<file path="config.mk">
export PLATFORM = sky130hd
export DESIGN_NAME = dpf_lane
export DESIGN_NICKNAME = d
export VERILOG_FILES = /design/src/rtl/dpf_pkg.sv /design/src/rtl/dpf_lane.sv
export SDC_FILE = /design/constraint.sdc
export NUM_CORES = 2
export LEC_CHECK = 0
export BUFFER_PORTS_ARGS = -buffer_cell sky130_fd_sc_hd__buf_2
export CORE_ASPECT_RATIO = 1.5
export CORE_MARGIN = 2
export CORE_UTILIZATION = 55
export CTS_CLUSTER_SIZE = 20
export DETAILED_ROUTE_END_ITERATION = 10
export HOLD_SLACK_MARGIN = 0.12
export PLACE_DENSITY = 0.75
export SETUP_SLACK_MARGIN = 0.05
export SYNTH_ARGS = -nofsm -noshare
export SYNTH_HDL_FRONTEND = slang
export SYNTH_SLANG_ARGS = --single-unit
</file>
<file path="constraint.sdc">
create_clock -name clock -period 11.5 [get_ports clock]
set_clock_uncertainty 0.15 [all_clocks]
set_input_delay 2.3 -clock clock [delete_from_list [all_inputs] [get_ports clock]]
set_output_delay 2.3 -clock clock [all_outputs]
set_load 0.005 [all_outputs]
</file>
<file path="src/rtl/dpf_pkg.sv">
// dpf_pkg: types, widths and helpers shared by the deep pixel flatten block
// depends on nothing; compiled first

package dpf_pkg;

   // field and datapath widths (fixed by the signed q16.16 data words)
   localparam int DPF_DATA_W   = 32;
   localparam int DPF_SUM_W    = DPF_DATA_W + 2;   // sum of three alphas
   localparam int DPF_MAG_W    = DPF_DATA_W + 1;   // magnitude of that sum
   localparam int DPF_FACTOR_W = DPF_DATA_W + 1;   // one minus a q value
   localparam int DPF_PROD_W   = DPF_FACTOR_W + DPF_DATA_W;
   localparam int DPF_SPROD_W  = 2 * DPF_DATA_W;
   localparam int DPF_WIDE_W   = DPF_PROD_W + 1;

   localparam int DPF_FRAC_BITS = 16;

   // lane layout: colours, then alphas, then the two depths
   localparam int DPF_CHANNELS = 3;
   localparam int DPF_DEPTHS   = 2;
   localparam int DPF_LANES    = 2 * DPF_CHANNELS + DPF_DEPTHS;

   // divide by three: mag = hi * 2^17 + lo, 2^17 = 3 * 43690 + 2
   localparam int DPF_LO_W  = 17;
   localparam int DPF_HI_W  = DPF_MAG_W - DPF_LO_W;
   localparam int DPF_REM_W = DPF_LO_W + 1;
   localparam int DPF_QHI_W = 2 * DPF_HI_W;
   localparam int DPF_DIV3_SHIFT = DPF_REM_W + 1;
   localparam int DPF_QLO_W = 2 * DPF_REM_W - DPF_DIV3_SHIFT;
   localparam logic [DPF_HI_W-1:0]  DPF_DIV3_HI    = 16'd43690;
   localparam logic [DPF_REM_W-1:0] DPF_DIV3_RECIP = 18'd174763;

   localparam logic signed [DPF_DATA_W-1:0] DPF_Q_MAX = 32'sh7FFF_FFFF;
   localparam logic signed [DPF_DATA_W-1:0] DPF_Q_MIN = 32'sh8000_0000;

   typedef struct packed {
      logic signed [DPF_DATA_W-1:0] red;
      logic signed [DPF_DATA_W-1:0] green;
      logic signed [DPF_DATA_W-1:0] blue;
      logic signed [DPF_DATA_W-1:0] alpha_red;
      logic signed [DPF_DATA_W-1:0] alpha_green;
      logic signed [DPF_DATA_W-1:0] alpha_blue;
      logic signed [DPF_DATA_W-1:0] depth_front;
      logic signed [DPF_DATA_W-1:0] depth_back;
      logic                         last_sample;
      logic                         empty_pixel;
   } req_word_type;

   typedef struct packed {
      logic signed [DPF_DATA_W-1:0] out_red;
      logic signed [DPF_DATA_W-1:0] out_green;
      logic signed [DPF_DATA_W-1:0] out_blue;
      logic signed [DPF_DATA_W-1:0] out_alpha_red;
      logic signed [DPF_DATA_W-1:0] out_alpha_green;
      logic signed [DPF_DATA_W-1:0] out_alpha_blue;
      logic signed [DPF_DATA_W-1:0] out_depth_front;
      logic signed [DPF_DATA_W-1:0] out_depth_back;
   } rsp_word_type;

   // step strobes from the sequencer to the mean unit and the lanes
   typedef struct packed {
      logic sum_en;
      logic div_en;
      logic mean_en;
      logic prod_en;
      logic commit_en;
      logic clear_en;
   } dpf_step_type;

   // clamp a wide signed value to the 32-bit signed range
   function automatic logic signed [DPF_DATA_W-1:0] dpf_sat(
      input logic signed [DPF_WIDE_W-1:0] v);
      if (v > DPF_WIDE_W'(DPF_Q_MAX)) begin
         return DPF_Q_MAX;
      end else if (v < DPF_WIDE_W'(DPF_Q_MIN)) begin
         return DPF_Q_MIN;
      end
      return v[DPF_DATA_W-1:0];
   endfunction

endpackage

</file>
<file path="src/rtl/dpf_lane.sv">
// dpf_lane: one channel's multiply-accumulate with truncation and saturation
// depends on dpf_pkg

module dpf_lane import dpf_pkg::*; #(
   parameter int FRAC_BITS = DPF_FRAC_BITS,
   parameter bit SCALED    = 1'b0
) (
   input  logic                           clock,
   input  logic                           reset,
   input  dpf_step_type                   step,
   input  logic signed [DPF_FACTOR_W-1:0] factor,
   input  logic signed [DPF_DATA_W-1:0]   value,
   input  logic signed [DPF_DATA_W-1:0]   mean,
   output logic signed [DPF_DATA_W-1:0]   acc,
   output logic signed [DPF_DATA_W-1:0]   acc_after
);

   localparam logic signed [DPF_PROD_W-1:0] PROD_BIAS =
      (DPF_PROD_W'(1) <<< FRAC_BITS) - DPF_PROD_W'(1);

   logic signed [DPF_DATA_W-1:0] acc_ff;
   logic signed [DPF_DATA_W-1:0] acc_next;
   logic signed [DPF_DATA_W-1:0] base;
   logic signed [DPF_PROD_W-1:0] prod_ff;
   logic signed [DPF_PROD_W-1:0] prod_in;
   logic signed [DPF_PROD_W-1:0] prod_adj;
   logic signed [DPF_PROD_W-1:0] prod_q;

   assign prod_in = factor * value;

   // divide by 2^frac with truncation toward zero
   always_comb begin
      prod_adj = prod_ff + (prod_ff[DPF_PROD_W-1] ? PROD_BIAS : '0);
      prod_q   = prod_adj >>> FRAC_BITS;
      acc_next = dpf_sat(DPF_WIDE_W'(base) + DPF_WIDE_W'(prod_q));
   end

   if (SCALED) begin : g_scaled
      localparam logic signed [DPF_SPROD_W-1:0] SPROD_BIAS =
         (DPF_SPROD_W'(1) <<< FRAC_BITS) - DPF_SPROD_W'(1);

      logic signed [DPF_SPROD_W-1:0] sprod_ff;
      logic signed [DPF_SPROD_W-1:0] sprod_adj;
      logic signed [DPF_SPROD_W-1:0] sprod_q;

      // depth is first rescaled by the mean coverage
      always_ff @(posedge clock) begin
         if (step.prod_en) begin
            sprod_ff <= acc_ff * mean;
         end
      end

      always_comb begin
         sprod_adj = sprod_ff + (sprod_ff[DPF_SPROD_W-1] ? SPROD_BIAS : '0);
         sprod_q   = sprod_adj >>> FRAC_BITS;
         base      = dpf_sat(DPF_WIDE_W'(sprod_q));
      end
   end else begin : g_plain
      assign base = acc_ff;
   end

   always_ff @(posedge clock) begin
      if (reset) begin
         acc_ff <= '0;
      end else if (step.clear_en) begin
         acc_ff <= '0;
      end else if (step.commit_en) begin
         acc_ff <= acc_next;
      end
      if (step.prod_en) begin
         prod_ff <= prod_in;
      end
   end

   assign acc       = acc_ff;
   assign acc_after = step.commit_en ? acc_next : acc_ff;

endmodule

</file>
Word level (Yosys, flattened, before mapping)

Index checks and enable logic that the tools add are counted.

Add/sub/neg operators: 2
Multipliers: 1
Div/mod/pow operators: 0
$lt $le $gt $ge: 2
Equal/unequal tests: 0
Shifts and indexed selects: 0
Mux-type cells: 7
Bitwise operators: 0
Reduce and logical (&&, ||, !) cells: 1

Operators with widths:

| cell                                                          | count |
|---|---|
| two-way mux 32 bit                                            | 4 |
| adder 65 x 16 -> 65 bit                                       | 1 |
| multiplier 33 x 32 -> 65 bit                                  | 1 |
| adder 32 x 49 -> 50 bit                                       | 1 |
| > comparator 50 x 32 -> 1 bit (second input constant)         | 1 |
| less-than comparator 50 x 32 -> 1 bit (second input constant) | 1 |
| two-way mux 16 bit                                            | 1 |
| two-way mux 1 bit                                             | 2 |
| OR reduction 2 bit                                            | 1 |

Flip-flop bits (word level): 97
Latch bits: 0
Bits in writable memories: 0
ROM bits: 0
Input port bits: 105
Memories kept: 0

Logic depth before layout (Yosys ltp)

Word-level depth: 8
Depth in mapped cells: 32
Mapped depth without buffers: 30

Worst setup path after synthesis

OpenSTA, ideal clock, no wires.

Path type: input-to-reg
Start point: in factor[32]
End point: reg prod_ff[64], data pin
Setup time: 0.266 ns
Arrival time: 9.924 ns
Data required time: 11.084 ns
Path slack: 1.160 ns
Stages: 29
Buffers on the path: 2
Path through: clkbuf_1 nand2_1 inv_1 fa_1 fa_1 inv_1 fa_1 inv_1 fa_1 inv_1 fa_1 inv_1 fa_1 inv_1 fa_1 inv_1 fa_1 ha_1 clkbuf_1 a21o_1 a221o_1 a21o_1 a21o_1 nand2_1 nand2_1 a41oi_1 o21ai_0 nor4_1 nor3_1

Cells in the longest elaborated chain, start to end: 1

RTL lines:

| what                         | line           | RTL |
|---|---|---|
| from (decl)                  | dpf_lane.sv:11 | `input logic signed [DPF_FACTOR_W-1:0] factor,` |
| multiplier 33 x 32 -> 65 bit | dpf_lane.sv:29 | `assign prod_in = factor * value;` |
| net prod_in[64]              | dpf_lane.sv:25 | `logic signed [DPF_PROD_W-1:0] prod_in;` |
| to (signal assigned)         | dpf_lane.sv:71 | `prod_ff <= prod_in;` |
| to (decl)                    | dpf_lane.sv:24 | `logic signed [DPF_PROD_W-1:0] prod_ff;` |

The timed path passes the listed nets, and every way through them passes these cells.
A chain may end at the register's enable or synchronous reset.

Worst setup path in the final report

Start point: in value[5]
End point: reg prod_ff[63], data pin

Cells in the longest elaborated chain, start to end: 1

RTL lines:

| what                         | line           | RTL |
|---|---|---|
| from (decl)                  | dpf_lane.sv:12 | `input logic signed [DPF_DATA_W-1:0] value,` |
| multiplier 33 x 32 -> 65 bit | dpf_lane.sv:29 |  |
| net prod_in[63]              | dpf_lane.sv:25 |  |

The timed path passes the listed nets, and every way through them passes these cells.

==> reports/qor.csv <==
stage,metric,value,unit
synthesis,Mapped Nets,6398,
detailed_routing,TritonRoute pass-1 iters,5,
floorplanning,Core Area,81200,um^2
critical_path,Startpoint Class,input port,
global_routing,vias in the first global route,37700,
placement,DPL Wire Length,98900,um
critical_path,"Arr. time, crit path",10.81,ns
synthesis,top cell type's share of synthesized area,0.495,
critical_path,Worst Setup End Kind,register,
synthesis,"EDFF count, synth",65,
synthesis,gate count of the mapped netlist,4929,
synthesis,Post-synth top flop,edfxtp_1,
synthesis,post-synth cell types,82,
synthesis,post-synthesis simple-gate area fraction,0.156,
sta,sum of negative setup slack,0,ns
detailed_routing,Routed Antenna Nets,0,
synthesis,#FFs+latches synth,97,
detailed_routing,wire length per cell,19.8,um
clocking,TritonCTS clock tree,built,
cells_and_area,Reg area,2590,um^2
detailed_routing,Vias,33900,
clocking,worst-skew pair later-pin latency,0.36,ns
cells_and_area,area growth from synthesis to layout,4.02,%
synthesis,Adder-Cell Fraction of Synth Area,0.565,
sta,RSZ-0062 raised after global routing,no,
synthesis,sequential-to-total area share from yosys stat,0.0576,
cells_and_area,fraction of final layout cells sized beyond drive strength 1,0.0563,
synthesis,Yosys top cell by area,fa_1,
clocking,setup bufs post-CTS,0,
detailed_routing,total routed wirelength,118000,um
sta,f_max,0.0922,GHz
clocking,Clock transition at path regs,0.08,ns
sta,min Tclk post-route,10.85,ns
synthesis,Synth async-reset ratio,0,
cells_and_area,Multi-input gate area,37400,um^2
status,status,finished clean,
synthesis,Synth Warn #,0,
synthesis,Mapped Area,45000,um^2
global_routing,gr usage total,0.290,
sta,worst relative slew slack,0.159,
global_routing,largest net degree at the start of global routing,97,
clocking,CTS sink count,97,
critical_path,CP required,11.46,ns
floorplanning,total die area,84200,um^2
placement,Post-Place Cells,5908,
floorplanning,Die Y,354,um
synthesis,post-synthesis compound-gate area fraction,0.0779,
synthesis,Avg Inst Size Synth,9.13,um^2
run,Max Cap Viol,0,
sta,Final period util,0.943,
clocking,Num CTS Buffers,9,
critical_path,kind of critical path,in2reg,
global_routing,initial antenna violation count,5,
global_routing,GRT overflow,0,
clocking,CTS Buffer Depth,2,
detailed_routing,Via density,5.72,
clocking,clk root buf,clkbuf_16,
cells_and_area,"commonest non-fill, non-tap cells in the layout","fa_1, inv_1, nand2_1",
synthesis,main combinational cell family by area after synthesis,adder cells,
clocking,CTS resizes,0,
synthesis,Synth area leaders,"fa_1, inv_1, ha_1",
sta,final hold vios,0,
clocking,H-tree Lvls,3,
cells_and_area,number of fill cells,7030,
sta,fin. max-slew vios,0,
cells_and_area,"most common cell after layout, fill and taps aside",fa_1,
synthesis,post-synthesis mux area share,0.000667,
floorplanning,die span in x,238,um
cells_and_area,final core occ,0.577,
detailed_routing,DRC errors left,0,
cells_and_area,nets@finish,6348,
cells_and_area,Post-Layout Cell Count,5930,
synthesis,Synth Area in XOR/XNOR,0.0311,
detailed_routing,violation count after the first detailed-route iteration,1985,
floorplanning,Cell Rows,128,
clocking,CTS Hold Bufs,0,
sta,Worst-Margin Slew,1.25,ns
global_routing,first-pass GRT wire length,190000,um
floorplanning,Initial Util,0.554,
floorplanning,Top Ports,169,
placement,PortBufs,133,
sta,final setup fails,0,
critical_path,"Max FO, Critical Path",24,
hold_path,Worst Hold Class,reg2reg,
placement,RePlAce Congestion,0.926,
[worst max-delay path: stages]
cell      delay (ns)
buf_2           0.50
nand2_1         0.20
fa_1            0.58
inv_1           0.06
fa_1            0.47
fa_1            0.52
inv_1           0.05
fa_1            0.47
inv_1           0.05
fa_1            0.48
fa_1            0.61
fa_1            0.45
fa_1            0.51
ha_1            0.37
a21oi_1         0.37
nand2_1         0.12
or3_1           0.38
o21ai_0         0.45
o211a_1         0.35
a21oi_1         0.17
a211oi_1        0.38
o31a_1          0.23
o21ai_0         0.16
a311oi_1        0.41
xnor2_1         0.11
[final cells by class]
class	count	share of cell area
flip-flops and latches	97	0.0554
clock buffers	9	0.00481
diodes	6	0.000321
clock inverters	7	0.00203
inverters	1065	0.0854
repair buffers	201	0.0256
well taps	1040	0.0278
multi-input cells	3505	0.799
[Yosys cell counts, types with 4 or more instances]
master	n
fa_1	1113
inv_1	1065
nand2_1	754
and2_1	382
ha_1	251
clkbuf_1	238
nor2_1	131
o21ai_0	114
a21oi_1	111
xnor2_1	107
edfxtp_1	65
a21o_1	57
xor2_1	53
nand4_1	46
nand3_1	41
o22ai_1	35
dfxtp_1	32
o32ai_2	29
nand2b_1	24
and3_1	20
nor2b_1	19
o21bai_1	18
o21a_1	16
a211oi_1	15
a31oi_1	15
nor3_1	15
buf_2	14
o211ai_1	10
and4_1	9
o31ai_1	8
nor4_1	7
o21ai_1	7
or3_1	7
or4_1	6
a21boi_0	4
o221ai_1	4
o22a_1	4
or2_2	4
[per-stage QoR]
stage,area (um^2),hold slack (ns),worst slack (ns)
after floorplan,45000,0.437,1.16
after global placement,46500,0.473,0.567
after detailed placement,46500,0.478,0.397
after CTS,46800,0.487,0.755
after global routing,46800,0.547,0.223
final,46800,0.490,0.651
[registers in the layout, indices dropped and copies added (netlist names)]
register / flops
acc: 32
prod_ff: 65
[path summary, 6_finish.rpt]
kind,start,to,slack (ns),depth (start not counted)
worst max-delay path,value[5],prod_ff[63],0.65,25
worst max register to register,prod_ff[64],acc[6],3.49,25
worst min-delay path,acc[1],acc[1],0.49,2
worst min register to register,acc[1],acc[1],0.49,2
[routing by layer]
metal	global-route usage	up-vias	share of wire
met2	0.542	1204	0.55
met5	0	-	0.000094
met3	0.0288	513	0.045
li1	-	14700	-
met1	0.299	17500	0.32
met4	0.217	2	0.089
[logic make-up after synthesis]
family | Yosys count
multiplexers | 3
XOR/XNOR | 160
flip-flops | 97
AND/OR/NAND/NOR | 1479
adder cells (fa/ha/maj) | 1364
buffers and inverters | 1327
AO/OA/AOI/OAI | 499
Power is not shown: default switching activity piles up to over one toggle a cycle in this logic, so the estimate is an artifact.
