==> config.mk <==
export PLATFORM = sky130hd
export DESIGN_NAME = dpf_mean
export DESIGN_NICKNAME = d
export VERILOG_FILES = /design/src/rtl/dpf_pkg.sv /design/src/rtl/dpf_mean.sv
export SDC_FILE = /design/constraint.sdc
export NUM_CORES = 1
export LEC_CHECK = 0
export BUFFER_PORTS_ARGS = -buffer_cell sky130_fd_sc_hd__buf_2
export CORE_MARGIN = 2
export CORE_UTILIZATION = 30
export DETAILED_ROUTE_END_ITERATION = 10
export PLACE_DENSITY = 0.53
export SYNTH_ARGS = -nofsm -noshare
export SYNTH_HDL_FRONTEND = slang
export SYNTH_SLANG_ARGS = --single-unit
==> constraint.sdc <==
create_clock -name clock -period 11.3 [get_ports clock]
set_clock_uncertainty 0.15 [all_clocks]
set_input_delay 2.26 -clock clock [delete_from_list [all_inputs] [get_ports clock]]
set_output_delay 2.26 -clock clock [all_outputs]
set_load 0.03 [all_outputs]
==> src/rtl/dpf_pkg.sv <==
// dpf_pkg: types, widths and helpers shared by the deep pixel flatten block
// depends on nothing; compiled first

package dpf_pkg;

   // field and datapath widths (fixed by the signed q16.16 data words)
   localparam int DPF_DATA_W   = 32;
   localparam int DPF_SUM_W    = DPF_DATA_W + 2;   // sum of three alphas
   localparam int DPF_MAG_W    = DPF_DATA_W + 1;   // magnitude of that sum
   localparam int DPF_FACTOR_W = DPF_DATA_W + 1;   // one minus a q value
   localparam int DPF_PROD_W   = DPF_FACTOR_W + DPF_DATA_W;
   localparam int DPF_SPROD_W  = 2 * DPF_DATA_W;
   localparam int DPF_WIDE_W   = DPF_PROD_W + 1;

   localparam int DPF_FRAC_BITS = 16;

   // lane layout: colours, then alphas, then the two depths
   localparam int DPF_CHANNELS = 3;
   localparam int DPF_DEPTHS   = 2;
   localparam int DPF_LANES    = 2 * DPF_CHANNELS + DPF_DEPTHS;

   // divide by three: mag = hi * 2^17 + lo, 2^17 = 3 * 43690 + 2
   localparam int DPF_LO_W  = 17;
   localparam int DPF_HI_W  = DPF_MAG_W - DPF_LO_W;
   localparam int DPF_REM_W = DPF_LO_W + 1;
   localparam int DPF_QHI_W = 2 * DPF_HI_W;
   localparam int DPF_DIV3_SHIFT = DPF_REM_W + 1;
   localparam int DPF_QLO_W = 2 * DPF_REM_W - DPF_DIV3_SHIFT;
   localparam logic [DPF_HI_W-1:0]  DPF_DIV3_HI    = 16'd43690;
   localparam logic [DPF_REM_W-1:0] DPF_DIV3_RECIP = 18'd174763;

   localparam logic signed [DPF_DATA_W-1:0] DPF_Q_MAX = 32'sh7FFF_FFFF;
   localparam logic signed [DPF_DATA_W-1:0] DPF_Q_MIN = 32'sh8000_0000;

   typedef struct packed {
      logic signed [DPF_DATA_W-1:0] red;
      logic signed [DPF_DATA_W-1:0] green;
      logic signed [DPF_DATA_W-1:0] blue;
      logic signed [DPF_DATA_W-1:0] alpha_red;
      logic signed [DPF_DATA_W-1:0] alpha_green;
      logic signed [DPF_DATA_W-1:0] alpha_blue;
      logic signed [DPF_DATA_W-1:0] depth_front;
      logic signed [DPF_DATA_W-1:0] depth_back;
      logic                         last_sample;
      logic                         empty_pixel;
   } req_word_type;

   typedef struct packed {
      logic signed [DPF_DATA_W-1:0] out_red;
      logic signed [DPF_DATA_W-1:0] out_green;
      logic signed [DPF_DATA_W-1:0] out_blue;
      logic signed [DPF_DATA_W-1:0] out_alpha_red;
      logic signed [DPF_DATA_W-1:0] out_alpha_green;
      logic signed [DPF_DATA_W-1:0] out_alpha_blue;
      logic signed [DPF_DATA_W-1:0] out_depth_front;
      logic signed [DPF_DATA_W-1:0] out_depth_back;
   } rsp_word_type;

   // step strobes from the sequencer to the mean unit and the lanes
   typedef struct packed {
      logic sum_en;
      logic div_en;
      logic mean_en;
      logic prod_en;
      logic commit_en;
      logic clear_en;
   } dpf_step_type;

   // clamp a wide signed value to the 32-bit signed range
   function automatic logic signed [DPF_DATA_W-1:0] dpf_sat(
      input logic signed [DPF_WIDE_W-1:0] v);
      if (v > DPF_WIDE_W'(DPF_Q_MAX)) begin
         return DPF_Q_MAX;
      end else if (v < DPF_WIDE_W'(DPF_Q_MIN)) begin
         return DPF_Q_MIN;
      end
      return v[DPF_DATA_W-1:0];
   endfunction

endpackage

==> src/rtl/dpf_mean.sv <==
// dpf_mean: merges the alpha lanes into the mean coverage and blend factors
// depends on dpf_pkg; driven by the step strobes of deep_pixel_flatten

module dpf_mean import dpf_pkg::*; #(
   parameter int FRAC_BITS = DPF_FRAC_BITS
) (
   input  logic                           clock,
   input  dpf_step_type                   step,
   input  logic signed [DPF_DATA_W-1:0]   alpha_acc [DPF_CHANNELS],
   output logic signed [DPF_DATA_W-1:0]   mean,
   output logic signed [DPF_FACTOR_W-1:0] one_minus_mean,
   output logic signed [DPF_FACTOR_W-1:0] one_minus_own [DPF_CHANNELS],
   output logic                           opaque
);

   localparam logic signed [DPF_FACTOR_W-1:0] ONE = DPF_FACTOR_W'(1) <<< FRAC_BITS;
   localparam logic [DPF_MAG_W-1:0] ONE_MAG = DPF_MAG_W'(1) << FRAC_BITS;

   logic signed [DPF_SUM_W-1:0]    sum;
   logic signed [DPF_SUM_W-1:0]    neg_sum;
   logic                           neg_in;
   logic                           neg_ff;
   logic [DPF_MAG_W-1:0]           mag_in;
   logic [DPF_MAG_W-1:0]           mag_ff;
   logic [DPF_HI_W-1:0]            hi;
   logic [DPF_LO_W-1:0]            lo;
   logic [DPF_REM_W-1:0]           rem_sum;
   logic [2*DPF_REM_W-1:0]         rem_prod;
   logic [DPF_QHI_W-1:0]           qhi_in;
   logic [DPF_QHI_W-1:0]           qhi_ff;
   logic [DPF_QLO_W-1:0]           qlo_in;
   logic [DPF_QLO_W-1:0]           qlo_ff;
   logic [DPF_MAG_W-1:0]           quot;
   logic [DPF_MAG_W-1:0]           neg_quot;
   logic [DPF_MAG_W-1:0]           mean_wide;
   logic signed [DPF_DATA_W-1:0]   mean_in;
   logic signed [DPF_DATA_W-1:0]   mean_ff;
   logic signed [DPF_FACTOR_W-1:0] omm_in;
   logic signed [DPF_FACTOR_W-1:0] omm_ff;
   logic signed [DPF_FACTOR_W-1:0] own_in [DPF_CHANNELS];
   logic signed [DPF_FACTOR_W-1:0] own_ff [DPF_CHANNELS];
   logic                           opaque_in;
   logic                           opaque_ff;

   // sum of the alphas, split into sign and magnitude
   always_comb begin
      sum = DPF_SUM_W'(alpha_acc[0]) + DPF_SUM_W'(alpha_acc[1])
          + DPF_SUM_W'(alpha_acc[2]);
      neg_sum = -sum;
      neg_in  = sum[DPF_SUM_W-1];
      mag_in  = neg_in ? neg_sum[DPF_MAG_W-1:0] : sum[DPF_MAG_W-1:0];
   end

   // magnitude / 3 as hi * 43690 + (2 * hi + lo) / 3, the latter by reciprocal
   always_comb begin
      hi       = mag_ff[DPF_MAG_W-1:DPF_LO_W];
      lo       = mag_ff[DPF_LO_W-1:0];
      rem_sum  = {1'b0, hi, 1'b0} + DPF_REM_W'(lo);
      rem_prod = rem_sum * DPF_DIV3_RECIP;
      qhi_in   = hi * DPF_DIV3_HI;
      qlo_in   = rem_prod[2*DPF_REM_W-1:DPF_DIV3_SHIFT];
   end

   // quotient back to a signed mean, truncated toward zero
   always_comb begin
      quot      = DPF_MAG_W'(qhi_ff) + DPF_MAG_W'(qlo_ff);
      neg_quot  = -quot;
      mean_wide = neg_ff ? neg_quot : quot;
      mean_in   = mean_wide[DPF_DATA_W-1:0];
      omm_in    = ONE - DPF_FACTOR_W'(mean_in);
      opaque_in = !neg_ff && (quot >= ONE_MAG);
      for (int i = 0; i < DPF_CHANNELS; i++) begin
         own_in[i] = ONE - DPF_FACTOR_W'(alpha_acc[i]);
      end
   end

   always_ff @(posedge clock) begin
      if (step.sum_en) begin
         neg_ff <= neg_in;
         mag_ff <= mag_in;
      end
      if (step.div_en) begin
         qhi_ff <= qhi_in;
         qlo_ff <= qlo_in;
      end
      if (step.mean_en) begin
         mean_ff   <= mean_in;
         omm_ff    <= omm_in;
         opaque_ff <= opaque_in;
         own_ff    <= own_in;
      end
   end

   assign mean           = mean_ff;
   assign one_minus_mean = omm_ff;
   assign one_minus_own  = own_ff;
   assign opaque         = opaque_ff;

endmodule

Word level (Yosys, flattened, before mapping)
Cells that the tools add are included. W data, S select, Z words.

Mux-type cells: 2. $add $sub $neg: 10. Reduce and logical (&&, ||, !) cells: 2. Multipliers: 2. $lt $le $gt $ge: 1.

Operators with widths (number): $sub A18 B32 Y33 const A (4); $mul A18 B18 Y36 const B (1); $add A33 B32 Y34 (1); $add A32 B17 Y33 (1); $add A32 B32 Y33 (1); $ge A33 B17 Y1 const B (1); $mux W33 (1); $neg A33 Y33 (1); $mux W32 (1); $neg A32 Y32 (1); $mul A16 B15 Y31 const B (1); $add A17 B17 Y18 (1); $logic_and A1 B1 Y1 (1); $logic_not A1 Y1 (1).

Bits of input ports: 103. Register bits after elaboration: 247.

Depth between registers and ports, before layout
Word-level depth: 4. Depth in mapped cells: 38.

Worst setup path before layout
Ideal clock, no wire load.

Path kind: register -> register. Start: register mag_ff[17]. End: register qlo_ff[16], data pin. Setup slack: 2474 ps. Stages on the path, launching flop included: 39. Data required time: 10890 ps. Path buffers: 0. Period minus slack after synthesis: 8826 ps. Arrival time: 8416 ps. Cell sequence: edfxtp_1 > ha_1 > fa_1 > a21o_1 > a21oi_1 > o21bai_1 > a21oi_1 > o21bai_1 > a21oi_1 > nor2b_1 > o21a_1 > o41ai_1 > o21bai_1 > a21o_1 > xnor2_1 > inv_1 > ha_1 > inv_1 > [... 3 more ...] > fa_1 > inv_1 > fa_1 > inv_1 > ha_1 > o21a_1 > o211ai_1 > o21ai_0 > nand2_1 > o31ai_1 > a41o_1 > o211a_1 > o21a_1 > o21a_1 > a211o_1 > o31a_1 > a21oi_1 > xnor2_1.

Cells in the longest elaborated chain, start to end: 2.

Ends and longest elaborated chain: from (decl) (line dpf_mean.sv:24) `logic [DPF_MAG_W-1:0] mag_ff;`; from (signal assigned) (line dpf_mean.sv:80) `mag_ff <= mag_in;`; $add A17 B17 Y18 (line dpf_mean.sv:58) `rem_sum = {1'b0, hi, 1'b0} + DPF_REM_W'(lo);`; $mul A18 B18 Y36 (line dpf_mean.sv:59) `rem_prod = rem_sum * DPF_DIV3_RECIP;`; net rem_prod[35] (line dpf_mean.sv:28) `logic [2*DPF_REM_W-1:0] rem_prod;`; to (signal assigned) (line dpf_mean.sv:84) `qlo_ff <= qlo_in;`; to (decl) (line dpf_mean.sv:32) `logic [DPF_QLO_W-1:0] qlo_ff;`.

The timed path passes the listed nets, and every way through them passes these cells. A chain may end at the register's enable or synchronous reset.

Worst setup path after layout
Ends and elaborated chain as after synthesis.

==> results.json <==
{
  "avgSynthCellArea_um2": 10.5,
  "synth_edf_count": 246,
  "cp_slowest_stage_delay_ns": 0.54,
  "postCtsSetupBuffers": 0,
  "synth_seq_cells": 246,
  "wl_per_cell_um": 15.5,
  "max_freq_mhz": 102,
  "slew_viol_final": 0,
  "netlist_area_um2": 25500,
  "crit_family": "compound AO/OA/AOI/OAI gates",
  "grt_pass1_vias": 17900,
  "ys_seq_area_share_pct": 29.0,
  "finish.net_count": 3339,
  "tns_ns": 0,
  "gp_congestion": 0.833,
  "period_share_pct": 87.1,
  "synth-warning-count": 0,
  "syn_nets": 3068,
  "synth_cells": 2417,
  "layout-drive-gt1-share_pct": 13.6,
  "use_met2_pct": 22.3,
  "clk_pin_slew_ns": 0.06,
  "place_hpwl_um": 50300,
  "synth_top_flop_cell": "edfxtp_1",
  "slew_headroom_pct": 35.7,
  "clk-insertion-delay-late_ns": 0.59,
  "io_pins": 268,
  "initial_core_util_pct": 30.4,
  "first_pass_iters": 5,
  "crit_start": "mag_ff[17]",
  "arrival_ns": 10.00,
  "dieArea_um2": 87200,
  "area_growth_pct": 14.5,
  "grt_max_degree": 67,
  "async_reset_ff_share_pct": 0,
  "numCtsBuffers": 30,
  "fin_ws_ns": 1.46,
  "clock_sinks": 246,
  "antenna_found_initial": 4,
  "r2r_start": "mag_ff[17]",
  "min_period_ns": 9.84,
  "setup_violations": 0,
  "finalHoldViolations": 0,
  "chipHeight_um": 295,
  "wl_um": 59500,
  "synth_top_cell_area_share_pct": 29.0,
  "start_kind": "register",
  "die_w_um": 295,
  "hp-class": "reg -> reg",
  "core_area_um2": 83800,
  "slowest_stage": "o41ai_1",
  "insertedDiodeCount": 0,
  "drc": 0,
  "rsz0062_at_grt": "false",
  "cts_tree": "done",
  "vias": 17600,
  "crit_type": "reg -> reg",
  "worstHoldStart": "qlo_ff[0]",
  "placed_cell_area_um2": 28100,
  "grt.total_usage_pct": 13.6,
  "synth.area.top_cells": "edfxtp_1 29%, ha_1 17%, fa_1 16%",
  "yosysTopAreaCell": "edfxtp_1",
  "worst_pin_slew_ns": 0.957,
  "required_ns": 11.46,
  "status": "completed",
  "final_area_um2": 29200,
  "hold_ws_ns": 0.431,
  "met1_usage_pct": 18.7,
  "synth.distinct_cells": 94,
  "grt_pass1_wl_um": 95200,
  "cts.path.max_buffers": 3,
  "port_buffers": 264,
  "cts_root_buffer": "clkbuf_16",
  "grt_overflow": 0,
  "worstPathMaxFanout": 6,
  "postCtsHoldBufs": 0,
  "post-place-ws_ns": 1.44,
  "ant_nets": 0,
  "top_usage_layer": "met2",
  "num_rows": 106,
  "cts_resized": 0,
  "cts_max_level": 1,
  "viasPerCell": 4.57,
  "crit_buf_inv": 6,
  "critPathCaptureType": "register",
  "drtIter0Drc": 696,
  "maxCapViolCount": 0,
  "gr-usage-met3_pct": 2.58
}
==> cell usage in the layout (no fill, tap or decap), types with 26 or more instances in the layout <==
master,instances
inv_1,381
ha_1,339
buf_2,263
edfxtp_1,246
fa_1,209
xnor2_1,204
nor2_1,120
nand2_1,104
a21oi_1,101
xor2_1,90
nor3_1,72
o21ai_0,62
a21o_1,37
nand3_1,31
clkbuf_16,30
o21a_1,26
==> logic make-up after synthesis <==
family          Yosys count  share of synthesized area, %
compound gates          395                          10.9
xor+xnor                294                          10.1
fa+ha+maj               548                          33.1
buf+inv                 417                          6.23
flops                   246                          29.0
mux                       3                         0.128
simple gates            514                          10.6
==> path summary, 6_finish.rpt <==
| path | depth (start not counted) | slack (ns) | endpoint |
|---|---|---|---|
| worst min-delay path | 0 | 0.43 | mean[0] |
| worst min register to register | 0 | 0.43 | mean[0] |
| worst max register to register | 39 | 1.46 | qlo_ff[16] |
| worst max-delay path | 39 | 1.46 | qlo_ff[16] |
==> stage by stage <==
| stage | cells | utilization [%] |
|---|---|---|
| after global routing | 3846 | 34.8 |
| final | 3846 | 34.8 |
| after global placement | 3790 | 33.6 |
| after CTS | 3846 | 34.8 |
| after floorplan | 2417 | - |
| after detailed placement | 3790 | 33.6 |
==> sequential cells by signal, summed over array words and instances, names as in the netlist <==
register / flops
opaque: 1
neg_ff: 1
mag_ff: 33
mean: 32
qhi_ff: 31
one_minus_own: 99
qlo_ff: 17
one_minus_mean: 32
==> final cells by class <==
class                   count  area (um^2)
fillers                  8684        54700
multi-input cells        1754        16500
flip-flops and latches    246         7390
inverters                 382         1430
well taps                1134         1420
repair buffers            274         1400
clock buffers              37          777
clock inverters            19          246
==> synthesized netlist by cell type (4+ instances only) <==
master / count
a21oi_1: 101
or3_1: 22
and2_1: 15
edfxtp_1: 246
nor3_1: 72
clkbuf_1: 23
and3_1: 16
o31a_1: 6
o21ai_0: 62
a2111oi_0: 7
a31oi_1: 13
fa_1: 209
buf_2: 10
or2_2: 14
ha_1: 339
nand3b_1: 11
o41ai_1: 11
a41oi_1: 6
o211ai_1: 9
o21bai_1: 20
nor2_1: 120
o31ai_1: 16
nand2b_1: 20
nor2b_1: 12
nand4_1: 14
o2111ai_1: 4
nand3_1: 31
a21o_1: 37
xor2_1: 90
or4_1: 15
o21a_1: 26
inv_1: 381
nand2_1: 104
a211oi_1: 10
a211o_1: 12
nor4_1: 18
nor3b_1: 4
xnor2_1: 204
==> layer usage <==
layer | share of wire [%] | up-vias
met2 | 45 | 337
met3 | 5.1 | 66
met1 | 48 | 8223
met5 | 0.039 | -
met4 | 1.9 | 4
li1 | - | 8938
Power is left out: the tool's default activity adds up to more than one toggle a clock period on the data nets, which glitch-free logic cannot reach.
